## src/hdl/sifr_pkg.sv

```systemverilog
// Shared types, constants and helpers of the stuffed information frame receiver.
package sifr_pkg;

    localparam int MAX_BYTES = 1024;
    localparam int CNT_W = $clog2(MAX_BYTES + 1);
    localparam int LEN_W = 11;
    localparam int MINLEN_W = 4;
    localparam int CMP_W = (CNT_W > MINLEN_W) ? CNT_W : MINLEN_W;
    localparam logic [LEN_W-1:0] LEN_MAX = '1;

    localparam int FIFO_DEPTH = 4;
    localparam int FIFO_AW = $clog2(FIFO_DEPTH);

    localparam int CFG_IDX_W = 2;
    localparam logic [CFG_IDX_W-1:0] REG_ADDR_BYTE = 2'd0;
    localparam logic [CFG_IDX_W-1:0] REG_MIN_LENGTH = 2'd1;

    localparam logic [7:0] FLAG_BYTE = 8'h7E;
    localparam logic [7:0] ESC_BYTE = 8'h7D;
    localparam logic [7:0] ESC_FLAG = 8'h5E;
    localparam logic [7:0] ESC_ESC = 8'h5D;
    localparam logic [7:0] CTRL_ZERO = 8'h00;
    localparam logic [7:0] CTRL_ONE = 8'h40;

    localparam logic [7:0] ADDR_RESET = 8'd3;
    localparam logic [MINLEN_W-1:0] MINLEN_RESET = 4'd2;

    typedef enum logic [2:0] {
        PH_HUNT,
        PH_FLAG,
        PH_ADDR,
        PH_CTRL,
        PH_HDR,
        PH_DATA,
        PH_ESC
    } phase_t;

    typedef enum logic [2:0] {
        KIND_BYTE  = 3'd0,
        KIND_GOOD  = 3'd1,
        KIND_SHORT = 3'd2,
        KIND_BADESC = 3'd3,
        KIND_OVER  = 3'd4
    } kind_t;

    typedef struct packed {
        kind_t            kind;
        logic [7:0]       data;
        logic             seq_bit;
        logic [LEN_W-1:0] length;
        logic             last;
    } item_t;

    typedef struct packed {
        logic  valid;
        item_t item;
    } push_t;

    typedef struct packed {
        logic full;
        logic empty;
    } fifo_stat_t;

    function automatic logic [LEN_W-1:0] sat_len(input logic [CNT_W-1:0] c);
        logic [LEN_W-1:0] r;
        r = LEN_W'(c);
        if (CNT_W > LEN_W && c > CNT_W'(LEN_MAX))
        begin
            r = LEN_MAX;
        end
        return r;
    endfunction

endpackage

```

## src/hdl/stuffed_info_frame_receiver.sv

```systemverilog
// Top level of the stuffed information frame receiver.
//
// The s_axis channel takes one raw line byte per item. The receiver hunts for
// an opening flag, checks address, control and header check, then unstuffs
// the payload. Each payload byte leaves on m_axis as a kind 0 item; a closing
// flag after payload, a bad escape or an overflow leaves as one end item with tlast high.
// The cfg channel writes the address byte (index 0) and the minimum length
// (index 1); cfg_ready is always high. The user must make writes only while
// idle; the block does not enforce it. One byte is accepted every cycle while
// the result queue has room. A result passes through the queue and the output
// register: the state machine decides combinationally and writes the queue at
// the edge that accepts its byte, and the output register loads from the queue
// when it is empty or its item is taken on m_axis. When the receiver stalls
// m_axis, up to four results wait in the queue and the output register holds
// its item; s_axis_tready is low while the queue is full.
// Reset returns the block to hunting, clears the byte count and sequence bit,
// and loads the address 3 and minimum length 2.
module stuffed_info_frame_receiver
    import sifr_pkg::*;
(
    input  logic                 clk,
    input  logic                 rst_n,
    input  logic                 cfg_valid,
    output logic                 cfg_ready,
    input  logic [CFG_IDX_W-1:0] cfg_index,
    input  logic [7:0]           cfg_data,
    input  logic                 s_axis_tvalid,
    output logic                 s_axis_tready,
    input  logic [7:0]           s_axis_tdata,   // [7:0] rx_byte
    output logic                 m_axis_tvalid,
    input  logic                 m_axis_tready,
    output logic [23:0]          m_axis_tdata,   // [7:0] data, [8] seq_bit, [19:9] length
    output logic [2:0]           m_axis_tuser,   // [2:0] kind
    output logic                 m_axis_tlast
);

    push_t      push;
    item_t      head;
    item_t      out_item;
    fifo_stat_t stat;
    logic       pop;

    assign cfg_ready     = 1'b1;
    assign s_axis_tready = !stat.full;

    sifr_front u_front (
        .clk       (clk),
        .rst_n     (rst_n),
        .cfg_valid (cfg_valid),
        .cfg_index (cfg_index),
        .cfg_data  (cfg_data),
        .in_valid  (s_axis_tvalid && s_axis_tready),
        .in_byte   (s_axis_tdata),
        .push      (push)
    );

    sifr_fifo u_fifo (
        .clk   (clk),
        .rst_n (rst_n),
        .push  (push),
        .pop   (pop),
        .head  (head),
        .stat  (stat)
    );

    sifr_back u_back (
        .clk       (clk),
        .rst_n     (rst_n),
        .head      (head),
        .stat      (stat),
        .pop       (pop),
        .out_ready (m_axis_tready),
        .out_valid (m_axis_tvalid),
        .out_item  (out_item)
    );

    assign m_axis_tdata = {4'd0, out_item.length, out_item.seq_bit, out_item.data};
    assign m_axis_tuser = out_item.kind;
    assign m_axis_tlast = out_item.last;

endmodule

```

## src/hdl/sifr_front.sv

```systemverilog
// Front part: configuration registers, frame hunting and unstuffing state machine.
module sifr_front
    import sifr_pkg::*;
(
    input  logic                 clk,
    input  logic                 rst_n,
    input  logic                 cfg_valid,
    input  logic [CFG_IDX_W-1:0] cfg_index,
    input  logic [7:0]           cfg_data,
    input  logic                 in_valid,
    input  logic [7:0]           in_byte,
    output push_t                push
);

    phase_t                phase_reg, phase_next;
    logic                  ctrl_seen_reg, ctrl_seen_next;
    logic [CNT_W-1:0]      count_reg, count_next;
    logic [7:0]            addr_reg;
    logic [MINLEN_W-1:0]   minlen_reg;

    always_ff @(posedge clk or negedge rst_n)
    begin
        if (!rst_n)
        begin
            phase_reg     <= PH_HUNT;
            ctrl_seen_reg <= 1'b0;
            count_reg     <= '0;
            addr_reg      <= ADDR_RESET;
            minlen_reg    <= MINLEN_RESET;
        end
        else
        begin
            if (in_valid)
            begin
                phase_reg     <= phase_next;
                ctrl_seen_reg <= ctrl_seen_next;
                count_reg     <= count_next;
            end
            if (cfg_valid && cfg_index == REG_ADDR_BYTE)
            begin
                addr_reg <= cfg_data;
            end
            if (cfg_valid && cfg_index == REG_MIN_LENGTH)
            begin
                minlen_reg <= cfg_data[MINLEN_W-1:0];
            end
        end
    end

    always_comb
    begin
        logic       take;
        logic [7:0] pay;
        logic [7:0] ctrl;
        take           = 1'b0;
        pay            = in_byte;
        ctrl           = ctrl_seen_reg ? CTRL_ONE : CTRL_ZERO;
        phase_next     = phase_reg;
        ctrl_seen_next = ctrl_seen_reg;
        count_next     = count_reg;
        push.valid        = 1'b0;
        push.item.kind    = KIND_BYTE;
        push.item.data    = 8'd0;
        push.item.seq_bit = ctrl_seen_reg;
        push.item.length  = sat_len(count_reg);
        push.item.last    = 1'b0;

        case (phase_reg)
            PH_HUNT:
            begin
                if (in_byte == FLAG_BYTE)
                begin
                    phase_next = PH_FLAG;
                end
            end
            PH_FLAG:
            begin
                if (in_byte == addr_reg)
                begin
                    phase_next = PH_ADDR;
                end
                else if (in_byte != FLAG_BYTE)
                begin
                    phase_next = PH_HUNT;
                end
            end
            PH_ADDR:
            begin
                if (in_byte == CTRL_ZERO || in_byte == CTRL_ONE)
                begin
                    ctrl_seen_next = (in_byte == CTRL_ONE);
                    phase_next     = PH_CTRL;
                end
                else
                begin
                    phase_next = (in_byte == FLAG_BYTE) ? PH_FLAG : PH_HUNT;
                end
            end
            PH_CTRL:
            begin
                if (in_byte == (addr_reg ^ ctrl))
                begin
                    phase_next = PH_HDR;
                    count_next = '0;
                end
                else
                begin
                    phase_next = (in_byte == FLAG_BYTE) ? PH_FLAG : PH_HUNT;
                end
            end
            PH_HDR:
            begin
                if (in_byte == FLAG_BYTE)
                begin
                    phase_next = PH_HUNT;
                    count_next = '0;
                end
                else if (in_byte == ESC_BYTE)
                begin
                    phase_next = PH_ESC;
                end
                else
                begin
                    take = 1'b1;
                end
            end
            PH_DATA:
            begin
                if (in_byte == FLAG_BYTE)
                begin
                    push.valid     = 1'b1;
                    push.item.kind = (CMP_W'(count_reg) < CMP_W'(minlen_reg)) ?
                                     KIND_SHORT : KIND_GOOD;
                    push.item.last = 1'b1;
                    phase_next     = PH_HUNT;
                    count_next     = '0;
                end
                else if (in_byte == ESC_BYTE)
                begin
                    phase_next = PH_ESC;
                end
                else
                begin
                    take = 1'b1;
                end
            end
            PH_ESC:
            begin
                if (in_byte == ESC_FLAG)
                begin
                    take = 1'b1;
                    pay  = FLAG_BYTE;
                end
                else if (in_byte == ESC_ESC)
                begin
                    take = 1'b1;
                    pay  = ESC_BYTE;
                end
                else
                begin
                    push.valid     = 1'b1;
                    push.item.kind = KIND_BADESC;
                    push.item.last = 1'b1;
                    phase_next     = PH_HUNT;
                    count_next     = '0;
                end
            end
            default:
            begin
                phase_next = PH_HUNT;
                count_next = '0;
            end
        endcase

        if (take)
        begin
            push.valid = 1'b1;
            if (count_reg >= CNT_W'(MAX_BYTES))
            begin
                push.item.kind = KIND_OVER;
                push.item.last = 1'b1;
                phase_next     = PH_HUNT;
                count_next     = '0;
            end
            else
            begin
                count_next       = count_reg + 1'b1;
                phase_next       = PH_DATA;
                push.item.data   = pay;
                push.item.length = sat_len(count_reg + 1'b1);
            end
        end

        if (!in_valid)
        begin
            push.valid = 1'b0;
        end
    end

    assert property (@(posedge clk) disable iff (!rst_n)
        (phase_reg == PH_HDR) |-> (count_reg == '0))
        else $error("Byte count is not clear right after the header.");

    assert property (@(posedge clk) disable iff (!rst_n)
        (count_reg <= CNT_W'(MAX_BYTES)))
        else $error("Byte count passed the frame limit.");

    assert property (@(posedge clk) disable iff (!rst_n)
        (push.valid && push.item.kind == KIND_BYTE) |=>
        (phase_reg == PH_DATA))
        else $error("Payload byte emitted without entering the data phase.");

endmodule

```

## src/hdl/sifr_fifo.sv

```systemverilog
// Short result queue between the front part and the output stage.
module sifr_fifo
    import sifr_pkg::*;
(
    input  logic       clk,
    input  logic       rst_n,
    input  push_t      push,
    input  logic       pop,
    output item_t      head,
    output fifo_stat_t stat
);

    item_t              mem_reg [FIFO_DEPTH];
    logic [FIFO_AW-1:0] wr_ptr_reg, wr_ptr_next;
    logic [FIFO_AW-1:0] rd_ptr_reg, rd_ptr_next;
    logic [FIFO_AW:0]   fill_reg, fill_next;

    always_comb
    begin
        wr_ptr_next = wr_ptr_reg + FIFO_AW'(push.valid);
        rd_ptr_next = rd_ptr_reg + FIFO_AW'(pop);
        fill_next   = fill_reg + (FIFO_AW + 1)'(push.valid) - (FIFO_AW + 1)'(pop);
    end

    always_ff @(posedge clk or negedge rst_n)
    begin
        if (!rst_n)
        begin
            wr_ptr_reg <= '0;
            rd_ptr_reg <= '0;
            fill_reg   <= '0;
        end
        else
        begin
            wr_ptr_reg <= wr_ptr_next;
            rd_ptr_reg <= rd_ptr_next;
            fill_reg   <= fill_next;
        end
    end

    always_ff @(posedge clk)
    begin
        if (push.valid)
        begin
            mem_reg[wr_ptr_reg] <= push.item;
        end
    end

    assign head       = mem_reg[rd_ptr_reg];
    assign stat.full  = (fill_reg == (FIFO_AW + 1)'(FIFO_DEPTH));
    assign stat.empty = (fill_reg == '0);

    assert property (@(posedge clk) disable iff (!rst_n)
        !(push.valid && stat.full))
        else $error("Item written into a full queue.");

    assert property (@(posedge clk) disable iff (!rst_n)
        !(pop && stat.empty))
        else $error("Item read from an empty queue.");

    assert property (@(posedge clk) disable iff (!rst_n)
        (fill_reg <= (FIFO_AW + 1)'(FIFO_DEPTH)))
        else $error("Queue fill count out of range.");

endmodule

```

## src/hdl/sifr_back.sv

```systemverilog
// Back part: output register that presents result items to the downstream side.
module sifr_back
    import sifr_pkg::*;
(
    input  logic       clk,
    input  logic       rst_n,
    input  item_t      head,
    input  fifo_stat_t stat,
    output logic       pop,
    input  logic       out_ready,
    output logic       out_valid,
    output item_t      out_item
);

    logic  valid_reg, valid_next;
    item_t item_reg, item_next;

    always_comb
    begin
        pop        = !stat.empty && (!valid_reg || out_ready);
        valid_next = valid_reg;
        item_next  = item_reg;
        if (pop)
        begin
            valid_next = 1'b1;
            item_next  = head;
        end
        else if (out_ready)
        begin
            valid_next = 1'b0;
        end
    end

    always_ff @(posedge clk or negedge rst_n)
    begin
        if (!rst_n)
        begin
            valid_reg <= 1'b0;
        end
        else
        begin
            valid_reg <= valid_next;
        end
    end

    always_ff @(posedge clk)
    begin
        item_reg <= item_next;
    end

    assign out_valid = valid_reg;
    assign out_item  = item_reg;

    assert property (@(posedge clk) disable iff (!rst_n)
        (valid_reg && out_item.kind == KIND_BYTE) |-> !out_item.last)
        else $error("Payload item marked as the end of a frame.");

    assert property (@(posedge clk) disable iff (!rst_n)
        (valid_reg && out_item.kind != KIND_BYTE) |-> (out_item.data == 8'd0))
        else $error("End item carries nonzero data.");

    assert property (@(posedge clk) disable iff (!rst_n)
        (!stat.empty && !valid_reg) |=> valid_reg)
        else $error("Output stage failed to load a waiting item.");

endmodule
```

## config.mk

```make
export PLATFORM = sky130hd
export DESIGN_NAME = stuffed_info_frame_receiver
export DESIGN_NICKNAME = d
export VERILOG_FILES = /design/src/hdl/sifr_pkg.sv /design/src/hdl/stuffed_info_frame_receiver.sv /design/src/hdl/sifr_front.sv /design/src/hdl/sifr_fifo.sv /design/src/hdl/sifr_back.sv
export SDC_FILE = /design/constraint.sdc
export NUM_CORES = 1
export LEC_CHECK = 0
export ABC_CLOCK_PERIOD_IN_PS = 3350
export BUFFER_PORTS_ARGS = -buffer_cell sky130_fd_sc_hd__buf_4
export CELL_PAD_IN_SITES_DETAIL_PLACEMENT = 0
export CELL_PAD_IN_SITES_GLOBAL_PLACEMENT = 1
export CORE_MARGIN = 8
export CORE_UTILIZATION = 46
export CTS_CLUSTER_DIAMETER = 30
export DETAILED_ROUTE_END_ITERATION = 10
export GPL_TIMING_DRIVEN = 0
export PLACE_DENSITY = 0.88
export SETUP_SLACK_MARGIN = 0.1
export SLEW_MARGIN = 15
export SYNTH_ARGS = -nofsm -noshare
export SYNTH_HDL_FRONTEND = slang
export SYNTH_HIERARCHICAL = 1
export SYNTH_SLANG_ARGS = --single-unit
```

## constraint.sdc

```tcl
create_clock -name clk -period 3.35 [get_ports clk]
set_input_delay 0.67 -clock clk [delete_from_list [all_inputs] [get_ports clk]]
set_output_delay 0.67 -clock clk [all_outputs]
set_load 0.03 [all_outputs]
```

Yosys cells after proc, flatten, opt, wreduce, memory -nomap -nowiden

Memory sizes are Yosys's and may differ from the RTL's. A register that Yosys moved wholly into a read port is not among the register bits.
Index checks and enable logic that the tools add are counted.

Bits in registers: 35
Bits in latches: 0
Bits in writable memories: 96
ROM bits: 0
Bits of input ports: 23
Logic and storage cells: 110
Memories: 1

Memories:

| name           | words | bits a word | rd ports | clocked after Yosys merged registers in | wr ports | RTL line        | RTL |
|---|---|---|---|---|---|---|---|
| u_fifo.mem_reg | 4     | 24          | 1        | 1                                       | 1        | sifr_fifo.sv:13 | `item_t mem_reg [FIFO_DEPTH];` |

$add $sub $neg: 5
Multipliers: 0
Div/mod/pow operators: 0
Magnitude comparators: 2
Eq/ne operators: 24
Shift-type cells: 0
Muxes and demuxes: 49
Bitwise gates (word level): 1
Reductions and logical operators: 19

Operators by type and width:

| kind                  | count |
|---|---|
| $mux 11               | 7 |
| $pmux 11 s4           | 1 |
| $eq 8x7->1 const B    | 5 |
| $mux 3                | 12 |
| $mux 8                | 4 |
| $mux 12               | 2 |
| $pmux 3 s6            | 1 |
| $eq 8x8->1            | 2 |
| $mux 1                | 14 |
| $eq 3x3->1 const B    | 4 |
| $mux 4                | 3 |
| $reduce_and 6->1      | 2 |
| $add 11x1->11 const B | 1 |
| $ge 11x11->1 const B  | 1 |
| $lt 11x4->1           | 1 |
| $ne 3x1->1 const B    | 3 |
| $logic_not 8->1       | 1 |
| $ne 4x1->1 const B    | 2 |
| $ne 8x7->1 const B    | 1 |
| $pmux 4 s2            | 1 |
| $xor 8x8->8           | 1 |
| $mux 7                | 1 |
| $eq 3x2->1 const B    | 2 |
| $logic_not 3->1       | 2 |
| 17 further kinds      | 26 |

Logic depth before layout (Yosys ltp)

Gate-level depths: netlist of run 1.

Depth in word-level cells: 9
Gate-level depth with buffers: 9
Gate-level depth less buffers: 8

Hierarchy

Netlist of run 1, hierarchy kept.

By module, submodules not included:

| module                      | times used | cells an instance | area an instance (µm²) | sequential area each (µm²) |
|---|---|---|---|---|
| sifr_fifo                   | 1          | 151               | 3848.7                 | 3057.9 |
| sifr_front                  | 1          | 219               | 2033.2                 | 679.4 |
| sifr_back                   | 1          | 29                | 770.7                  | 745.7 |
| stuffed_info_frame_receiver | 1          | 9                 | 55.1                   | 0.0 |

Worst setup path before layout of run 1

No wires, ideal clock.

Kind: input -> register
Start point: input port s_axis_tdata[7]
End point: memory u_fifo/mem_reg[0][0] (netlist bit), enable pin
Library setup time: 440 ps
Data arrival time: 3596 ps
Data required time: 2910 ps
Slack: -686 ps
Stages: 5
Cell sequence: and4b_4 -> and4_1 -> o21ai_0 -> a21oi_1 -> nor3b_1

RTL lines:

| element         | RTL line                          | RTL |
|---|---|---|
| start, declared | stuffed_info_frame_receiver.sv:29 | `input logic [7:0] s_axis_tdata,` |
| end, declared   | sifr_fifo.sv:13                   |  |

==> impl_metrics.ini, run 1 <==
[synthesis]
synthTopCellsByArea = edfxtp_1 (54%), dfrtp_1 (12%), mux4_2 (6.7%)
async_reset_ff_share_pct = 22.6
synth-edff-count = 120
synth_cells = 408
ys.flop_type = edfxtp_1
netlist_area_um2 = 6710
yosys_register_bits = 155
synth_cell_types = 63
ys_warn_count = 6
netlist.area_leader.share_pct = 53.7
ys_seq_area_share_pct = 66.8
avgSynthCellArea_um2 = 16.4
yosys.area.top_type = edfxtp_1

[timing]
worst_pin_slew_ps = 695
fin_crit_sh_pct = 91.5
setup_slack_ps = 284
grt_setup_unrepaired = false
fmax_mhz = 326
min_period_ps = 3070
slew_headroom_pct = 53.6
hold_viol_final = 0
skew_ps = 10.4
timing.final.max_slew_violations = 0
holdWs_ps = 218
setup-violations-final = 0

[cts]
postCtsHoldBufs = 0
ctsLongestPathBuffers = 2
clkTransAtPathRegs_ps = 60
post_cts_buffers = 0
cts_resized = 0
h-tree-depth = 4
clock_sinks = 155
cts_tree = built
cts_root_buf = clkbuf_16
clock_latency_ps = 410
cts_made_buffers = 17

[min_path]
min_path_type = primary input to asynchronous set/reset pin

[cells_and_area]
layout_commonest_cell = edfxtp_1
largest_reg_flops = 96
register_area_um2 = 4480
layout-drive-gt1-share_pct = 30.8
post-route-util_pct = 55.6
synthToLayoutAreaGrowth_pct = 19.1
final_cell_mix = edfxtp_1 (120), buf_4 (53), dfrtp_1 (32)
fin_nets = 514
antennaDiodeCount = 0
fin_cells = 677
multi_input_area_um2 = 2000
fillerInstances = 1093

[die]
fp.dieW_um = 137
core_area_um2 = 14400
die_area_um2 = 18700
num_rows = 44
fp.dieH_um = 137
ioPinCount = 54
start_util_pct = 46.7

[setup_path]
rr_worst_depth = 8
r2r_start = u_fifo/fill_reg[2]$_DFF_PN0_
critPathTopFamily = simple AND/OR/NAND/NOR gates
cp.required_ps = 3460
crit_buf_inv = 4
cp-start-kind = flop
rr_endpoint = u_fifo/mem_reg[2][18]$_DFFE_PP_
crit_fanout = 14
crit_chain = nor3b_1, nor2b_1, buf_2, inv_1, clkbuf_1, a21oi_1, and3b_1, buf_16
endpoint_kind = flop
worst-setup-path-type = flop to flop
cpPeakStageDelay_ps = 700
crit_slowest_cell = and3b_1
r2r_setup_slack_ps = 280
worstPathArrival_ps = 3180

[global_routing]
first_global_vias = 3838
grt_usage_pct = 13.5
grt_max_degree = 36
grt_pass1_wl_mm = 19.6
antenna_found_initial = 0
grt-ovfl-total = 0

[route]
wl_met3_um = 607
ant_nets = 0
top_layer = met4
route.detailed.drc = 0
dr.pass1.iters = 5
m1WireLength_mm = 5.13
wire_per_inst_um = 17.8
vias = 3681
routed-wl-met2_mm = 6.14
drt_wl_total_mm = 12.0
via_per_inst = 5.44
drt_iter0_markers = 333

[placement]
portBuffers = 46
dp_slack_ps = -90.0
routabilityCongestion = 0.845
dp_hpwl_mm = 8.27
dpl.cell_count = 645

[power_and_ir_drop]
p_leak_nw = 3.05
irDropWorstVdd_mv = 0.470
powerDensity_nw_per_um2 = 879

[run_status]
status = finished clean

[job]
cap_viol_max_count = 0
==> through the flow <==
step | power, W | TNS, ps | cell area, um2
floorplan | 0.00448 | 0 | 6720
global placement | 0.00506 | -47820 | 7300
detailed placement | 0.00520 | -1240 | 7400
CTS | 0.00709 | 0 | 7990
global route | 0.00736 | 0 | 7990
finish | 0.00702 | 0 | 7990
==> where the power goes <==
part	internal (W)	switching (W)
registers	0.00268	0.000191
clock network	0.00111	0.000757
logic	0.000978	0.00131
total	0.00477	0.00225
==> logic make-up (layout without fill, tap and decap cells) <==
family	after synthesis	count (layout)	share of synthesized area, %
mux	41	41	11.1
buf+inv	45	127	3.77
flops	155	155	66.8
simple gates	81	81	7.01
compound gates	52	52	6.10
fa+ha+maj	11	11	2.16
other cells	2	5	0.112
xor+xnor	21	21	2.95
==> cells in the mapped netlist (3+ instances only) <==
master,number
edfxtp_1,120
dfrtp_1,32
inv_1,20
mux4_2,20
nor2_1,15
xor2_1,15
mux2_2,13
nand2_1,11
a21oi_1,10
ha_1,10
o21ai_0,10
nand3_1,9
and2_1,8
buf_2,8
buf_4,7
nor3_1,7
o2bb2ai_1,7
clkbuf_1,5
xnor2_1,5
and3_1,4
mux2i_1,4
mux4_1,4
nor4_1,4
a31oi_1,3
a32o_1,3
and3b_1,3
dfstp_2,3
nand4_1,3
nor2b_1,3
==> layout make-up <==
cell class / instances / share of cell area (%)
Sequential cell: 155 / 56.1
Multi-Input combinational cell: 211 / 25.1
Timing Repair Buffer: 50 / 5.39
Clock buffer: 17 / 5.33
Tap cell: 184 / 2.88
Buffer: 25 / 2.22
Clock inverter: 15 / 2.02
Inverter: 20 / 0.940
==> metal layers <==
| metal | up-vias | track usage (%) |
|---|---|---|
| li1 | 1720 | - |
| met1 | 1841 | 16.5 |
| met2 | 105 | 22.8 |
| met3 | 15 | 3.12 |
| met4 | 0 | 5.49 |
| met5 | - | 0 |
==> how the worst max path moves through the flow <==
stage                                           end                          from  slack [ps]  cells after the start
floorplan            u_fifo/mem_reg[0][0]$_DFFE_PP_               s_axis_tdata[7]         150                      5
global placement    u_fifo/mem_reg[0][19]$_DFFE_PP_               s_axis_tdata[0]        -980                      7
detailed placement  u_fifo/mem_reg[2][17]$_DFFE_PP_               s_axis_tdata[0]         -90                      8
CTS                 u_fifo/mem_reg[2][22]$_DFFE_PP_  u_fifo/fill_reg[2]$_DFF_PN0_         260                      8
global route        u_fifo/mem_reg[2][18]$_DFFE_PP_  u_fifo/fill_reg[2]$_DFF_PN0_         120                      8
finish              u_fifo/mem_reg[2][18]$_DFFE_PP_  u_fifo/fill_reg[2]$_DFF_PN0_         280                      8
No activity file was read; power rests on OpenSTA's default activity.
==> inputs of run 2 (changes only) <==
- MAX_ROUTING_LAYER: unset -> met4
==> impl_metrics.ini, run 2 (synthesized netlist as in run 1, its figures left out) <==
[run_status]
status = finished clean

[timing]
fmax_mhz = 325
grt_setup_unrepaired = false
skew_ps = 9.99
hold_viol_final = 0
slew_headroom_pct = 53.5
min_period_ps = 3080
worst_pin_slew_ps = 697
fin_crit_sh_pct = 91.9
setup-violations-final = 0
timing.final.max_slew_violations = 0

[route]
via_per_inst = 5.44
ant_nets = 0
wire_per_inst_um = 17.8
drt_wl_total_mm = 12.1
dr.pass1.iters = 5
drt_iter0_markers = 331
route.detailed.drc = 0
vias = 3686

[setup_path]
r2r_setup_slack_ps = 270
worstPathArrival_ps = 3190
rr_worst_depth = 8
cp.required_ps = 3460
endpoint_kind = flop
rr_endpoint = u_fifo/mem_reg[2][18]$_DFFE_PP_
startpoint = u_fifo/fill_reg[2]$_DFF_PN0_
crit_slowest_cell = and3b_1
cp-start-kind = flop
crit_end = u_fifo/mem_reg[2][18]$_DFFE_PP_
worst-setup-path-type = flop to flop
crit_fanout = 14
cpPeakStageDelay_ps = 700
crit_chain = nor3b_1, nor2b_1, buf_2, inv_1, clkbuf_1, a21oi_1, and3b_1, buf_16
r2r_start = u_fifo/fill_reg[2]$_DFF_PN0_

[cells_and_area]
largest_reg_flops = 96
layout-drive-gt1-share_pct = 30.8
fin_nets = 514
fin_cells = 677
synthToLayoutAreaGrowth_pct = 19.1
final_cell_mix = edfxtp_1 (120), buf_4 (53), dfrtp_1 (32)
antennaDiodeCount = 0
layout_commonest_cell = edfxtp_1

[global_routing]
first_global_vias = 3834
grt_pass1_wl_mm = 19.6
grt_max_degree = 36
grt_usage_pct = 13.9
grt-ovfl-total = 0
antenna_found_initial = 0

[die]
fp.dieH_um = 137
num_rows = 44
die_area_um2 = 18700
core_area_um2 = 14400
start_util_pct = 46.7
fp.dieW_um = 137
ioPinCount = 54

[cts]
ctsLongestPathBuffers = 2
clock_latency_ps = 410
postCtsHoldBufs = 0
post_cts_buffers = 0
cts_tree = built
cts_resized = 0
cts_made_buffers = 17
h-tree-depth = 4
clkTransAtPathRegs_ps = 60
cts_root_buf = clkbuf_16
clock_sinks = 155

[job]
cap_viol_max_count = 0

[placement]
routabilityCongestion = 0.858
portBuffers = 46
dpl.cell_count = 645
dp_hpwl_mm = 8.27

[power_and_ir_drop]
powerDensity_nw_per_um2 = 880
irDropWorstVdd_mv = 0.472
finalPower_w = 0.00703
p_leak_nw = 3.05

[min_path]
min_path_type = primary input to asynchronous set/reset pin
-- run 2: cell counts in the layout (fill, tap and decap cells not counted) --
No cell type changed its count.
-- run 2: power by group --
part	total, W	internal [W]	switching, W
Sequential	0.00287	0.00268	0.000192
Combinational	0.00229	0.000977	0.00131
Clock	0.00187	0.00111	0.000756
Total	0.00703	0.00477	0.00226
-- run 2: worst min path at each step --
stage | start | endpoint | slack (ps) | cells after the start
detailed placement | u_front/count_reg[10]$_DFFE_PN0P_ | u_front/count_reg[10]$_DFFE_PN0P_ | 510 | 1
global placement | u_front/minlen_reg[2]$_DFFE_PN0P_ | u_front/minlen_reg[2]$_DFFE_PN0P_ | 500 | 1
global route | rst_n | u_back/out_valid$_DFFE_PN0P_ | 240 | 1
finish | rst_n | u_back/out_valid$_DFFE_PN0P_ | 210 | 1
CTS | rst_n | u_back/out_valid$_DFFE_PN0P_ | 220 | 1
floorplan | rst_n | u_back/out_valid$_DFFE_PN0P_ | 370 | 0
-- run 2: critical path: cells and delay by family (launching register included) --
| kind | cells | cell delay, ps |
|---|---|---|
| simple gates | 3 | 970 |
| buf+inv | 4 | 880 |
| compound gates | 1 | 510 |
| flops | 1 | 400 |
-- run 2: layout make-up --
| cell class | count | area, um2 |
|---|---|---|
| fillers | 1093 | 6380 |
| inverters | 20 | 75.1 |
| plain buffers | 25 | 178 |
| clock inverters | 15 | 161 |
| well taps | 184 | 230 |
| repair buffers | 50 | 430 |
| flip-flops and latches | 155 | 4480 |
| multi-input cells | 211 | 2000 |
| clock buffers | 17 | 425 |
-- run 2: routing by layer --
layer / vias up / part of all wire [%] / track usage, %
met5: - / 0 / -
met4: 0 / 1.7 / 5.49
met3: 16 / 4.7 / 3.01
met2: 102 / 51 / 22.8
met1: 1851 / 43 / 16.6
li1: 1717 / - / -
-- run 2: through the flow --
stage	utilization [%]	hold WS (ps)	setup TNS, ps	instance area, um2	setup WS, ps
5_1_grt	55.6	242	0	7990	121
2_1_floorplan	-	374	0	6720	153
3_5_place_dp	51.5	510	-1240	7400	-90.0
6_report	55.6	215	0	7990	272
3_3_place_gp	50.8	496	-47820	7300	-985
4_1_cts	55.6	224	0	7990	265
==> inputs of run 3 (changes only) <==
- CORE_UTILIZATION: 46 -> 35
- PLACE_DENSITY: 0.88 -> 0.72
==> impl_metrics.ini, run 3 (synthesized netlist as in run 1, its figures left out) <==
[power_and_ir_drop]
switching_share_pct = 31.8
powerDensity_nw_per_um2 = 869
sequentialPowerShare_pct = 41.4
p_leak_nw = 3.01
p_sw_w = 0.00221
p_clk_share_pct = 26.0
irDropWorstVdd_mv = 0.355
combPwrFrac_pct = 32.7
p_int_w = 0.00474

[timing]
worst_pin_slew_ps = 716
min_period_ps = 3000
fmax_mhz = 334
fin_crit_sh_pct = 89.4
hold_viol_final = 0
grt_setup_unrepaired = false
timing.final.max_slew_violations = 0
slew_headroom_pct = 51.7
setup-violations-final = 0
skew_ps = 9.24
setup_slack_ps = 354

[route]
vias = 3593
ant_nets = 0
route.detailed.drc = 0
via_per_inst = 4.96
wire_per_inst_um = 17.3
drt_iter0_markers = 276
drt_wl_total_mm = 12.6
dr.pass1.iters = 4

[setup_path]
endpoint_kind = flop
r2r_start = u_fifo/fill_reg[2]$_DFF_PN0_
cp-start-kind = flop
worstPathArrival_ps = 3120
worst-setup-path-type = flop to flop
cp.required_ps = 3470
crit_fanout = 10
startpoint = u_fifo/fill_reg[2]$_DFF_PN0_

[cts]
cts_resized = 0
clock_latency_ps = 420
cts_root_buf = clkbuf_16
clock_sinks = 155
clkTransAtPathRegs_ps = 60
postCtsHoldBufs = 0
cts_made_buffers = 17
h-tree-depth = 4
cts_tree = built
post_cts_buffers = 0
ctsLongestPathBuffers = 2

[cells_and_area]
largest_reg_flops = 96
final_cell_mix = edfxtp_1 (120), buf_4 (53), dfrtp_1 (32)
fin_nets = 513
post-route-util_pct = 42.6
fin_cells = 725
synthToLayoutAreaGrowth_pct = 19.2
layout_commonest_cell = edfxtp_1
fillerInstances = 1676
antennaDiodeCount = 0
layout-drive-gt1-share_pct = 29.7

[global_routing]
grt_usage_pct = 11.3
antenna_found_initial = 0
first_global_vias = 3849
grt-ovfl-total = 0
grt_pass1_wl_mm = 20.3
grt_max_degree = 36

[die]
die_area_um2 = 23900
start_util_pct = 35.7
num_rows = 50
ioPinCount = 54
fp.dieW_um = 154
fp.dieH_um = 154
core_area_um2 = 18800

[placement]
dpl.cell_count = 694
dp_slack_ps = -72.7
dp_hpwl_mm = 8.64
portBuffers = 46
routabilityCongestion = 0.830

[min_path]
min_path_type = primary input to asynchronous set/reset pin

[run_status]
status = finished clean

[job]
cap_viol_max_count = 0
-- run 3: cell types whose count changed in the layout (fill, tap and decap cells not counted), sizes merged --
cell      previous run  this run
inv                 26        21
clkbuf              22        24
clkinvlp             1         3
buf                 70        69
-- run 3: final cells by class --
cell class,instances,area [um2],area share (%)
Sequential cell,155,4480,56.1
Multi-Input combinational cell,211,2010,25.1
Buffer,25,178,2.22
Clock buffer,19,433,5.41
Clock inverter,12,125,1.56
Tap cell,234,293,3.66
Inverter,20,75.1,0.939
Timing Repair Buffer,49,403,5.04
-- run 3: routing by layer --
metal | part of all wire, % | track usage (%) | wire length, um
met5 | 0 | - | 0
met2 | 51 | 18.6 | 6370
met4 | 1.5 | 5.09 | 184
met3 | 3.9 | 2.93 | 485
met1 | 44 | 13.0 | 5510
-- run 3: worst max-delay path, cell delays in order, from the launching register on --
cell      delay, ps
dfrtp_1         400
nor3b_1         160
nor2b_1         100
buf_2           250
inv_1           120
clkbuf_1        290
a21oi_1         500
nor3b_4         490
buf_8           210
buf_8           160
-- run 3: final timing paths --
check                                                    end  slack (ps)  cells past startpoint
min reg2reg                u_front/minlen_reg[3]$_DFFE_PN0P_         510                      1
max                          u_fifo/mem_reg[0][18]$_DFFE_PP_         350                      9
min in group clk                u_back/out_valid$_DFFE_PN0P_         420                      2
max in group asynchronous  u_front/minlen_reg[1]$_DFFE_PN1P_        2760                      1
min                             u_back/out_valid$_DFFE_PN0P_         210                      1
max reg2reg                  u_fifo/mem_reg[0][18]$_DFFE_PP_         350                      9
-- run 3: per-stage QoR --
step / setup TNS [ps] / instance area (um2) / hold WS (ps) / power, W
floorplan: 0 / 6720 / 374 / 0.00448
global placement: -54310 / 7360 / 496 / 0.00509
detailed placement: -1390 / 7440 / 500 / 0.00522
CTS: 0 / 8000 / 238 / 0.00703
global route: 0 / 8000 / 238 / 0.00732
finish: 0 / 8000 / 212 / 0.00695
-- run 3: power by group through the flow --
stage	clock network (W)	registers [W]	logic, W
detailed placement	0	0.00292	0.00230
floorplan	0	0.00317	0.00131
global route	0.00194	0.00292	0.00246
CTS	0.00184	0.00288	0.00231
finish	0.00180	0.00287	0.00227
global placement	0	0.00290	0.00219
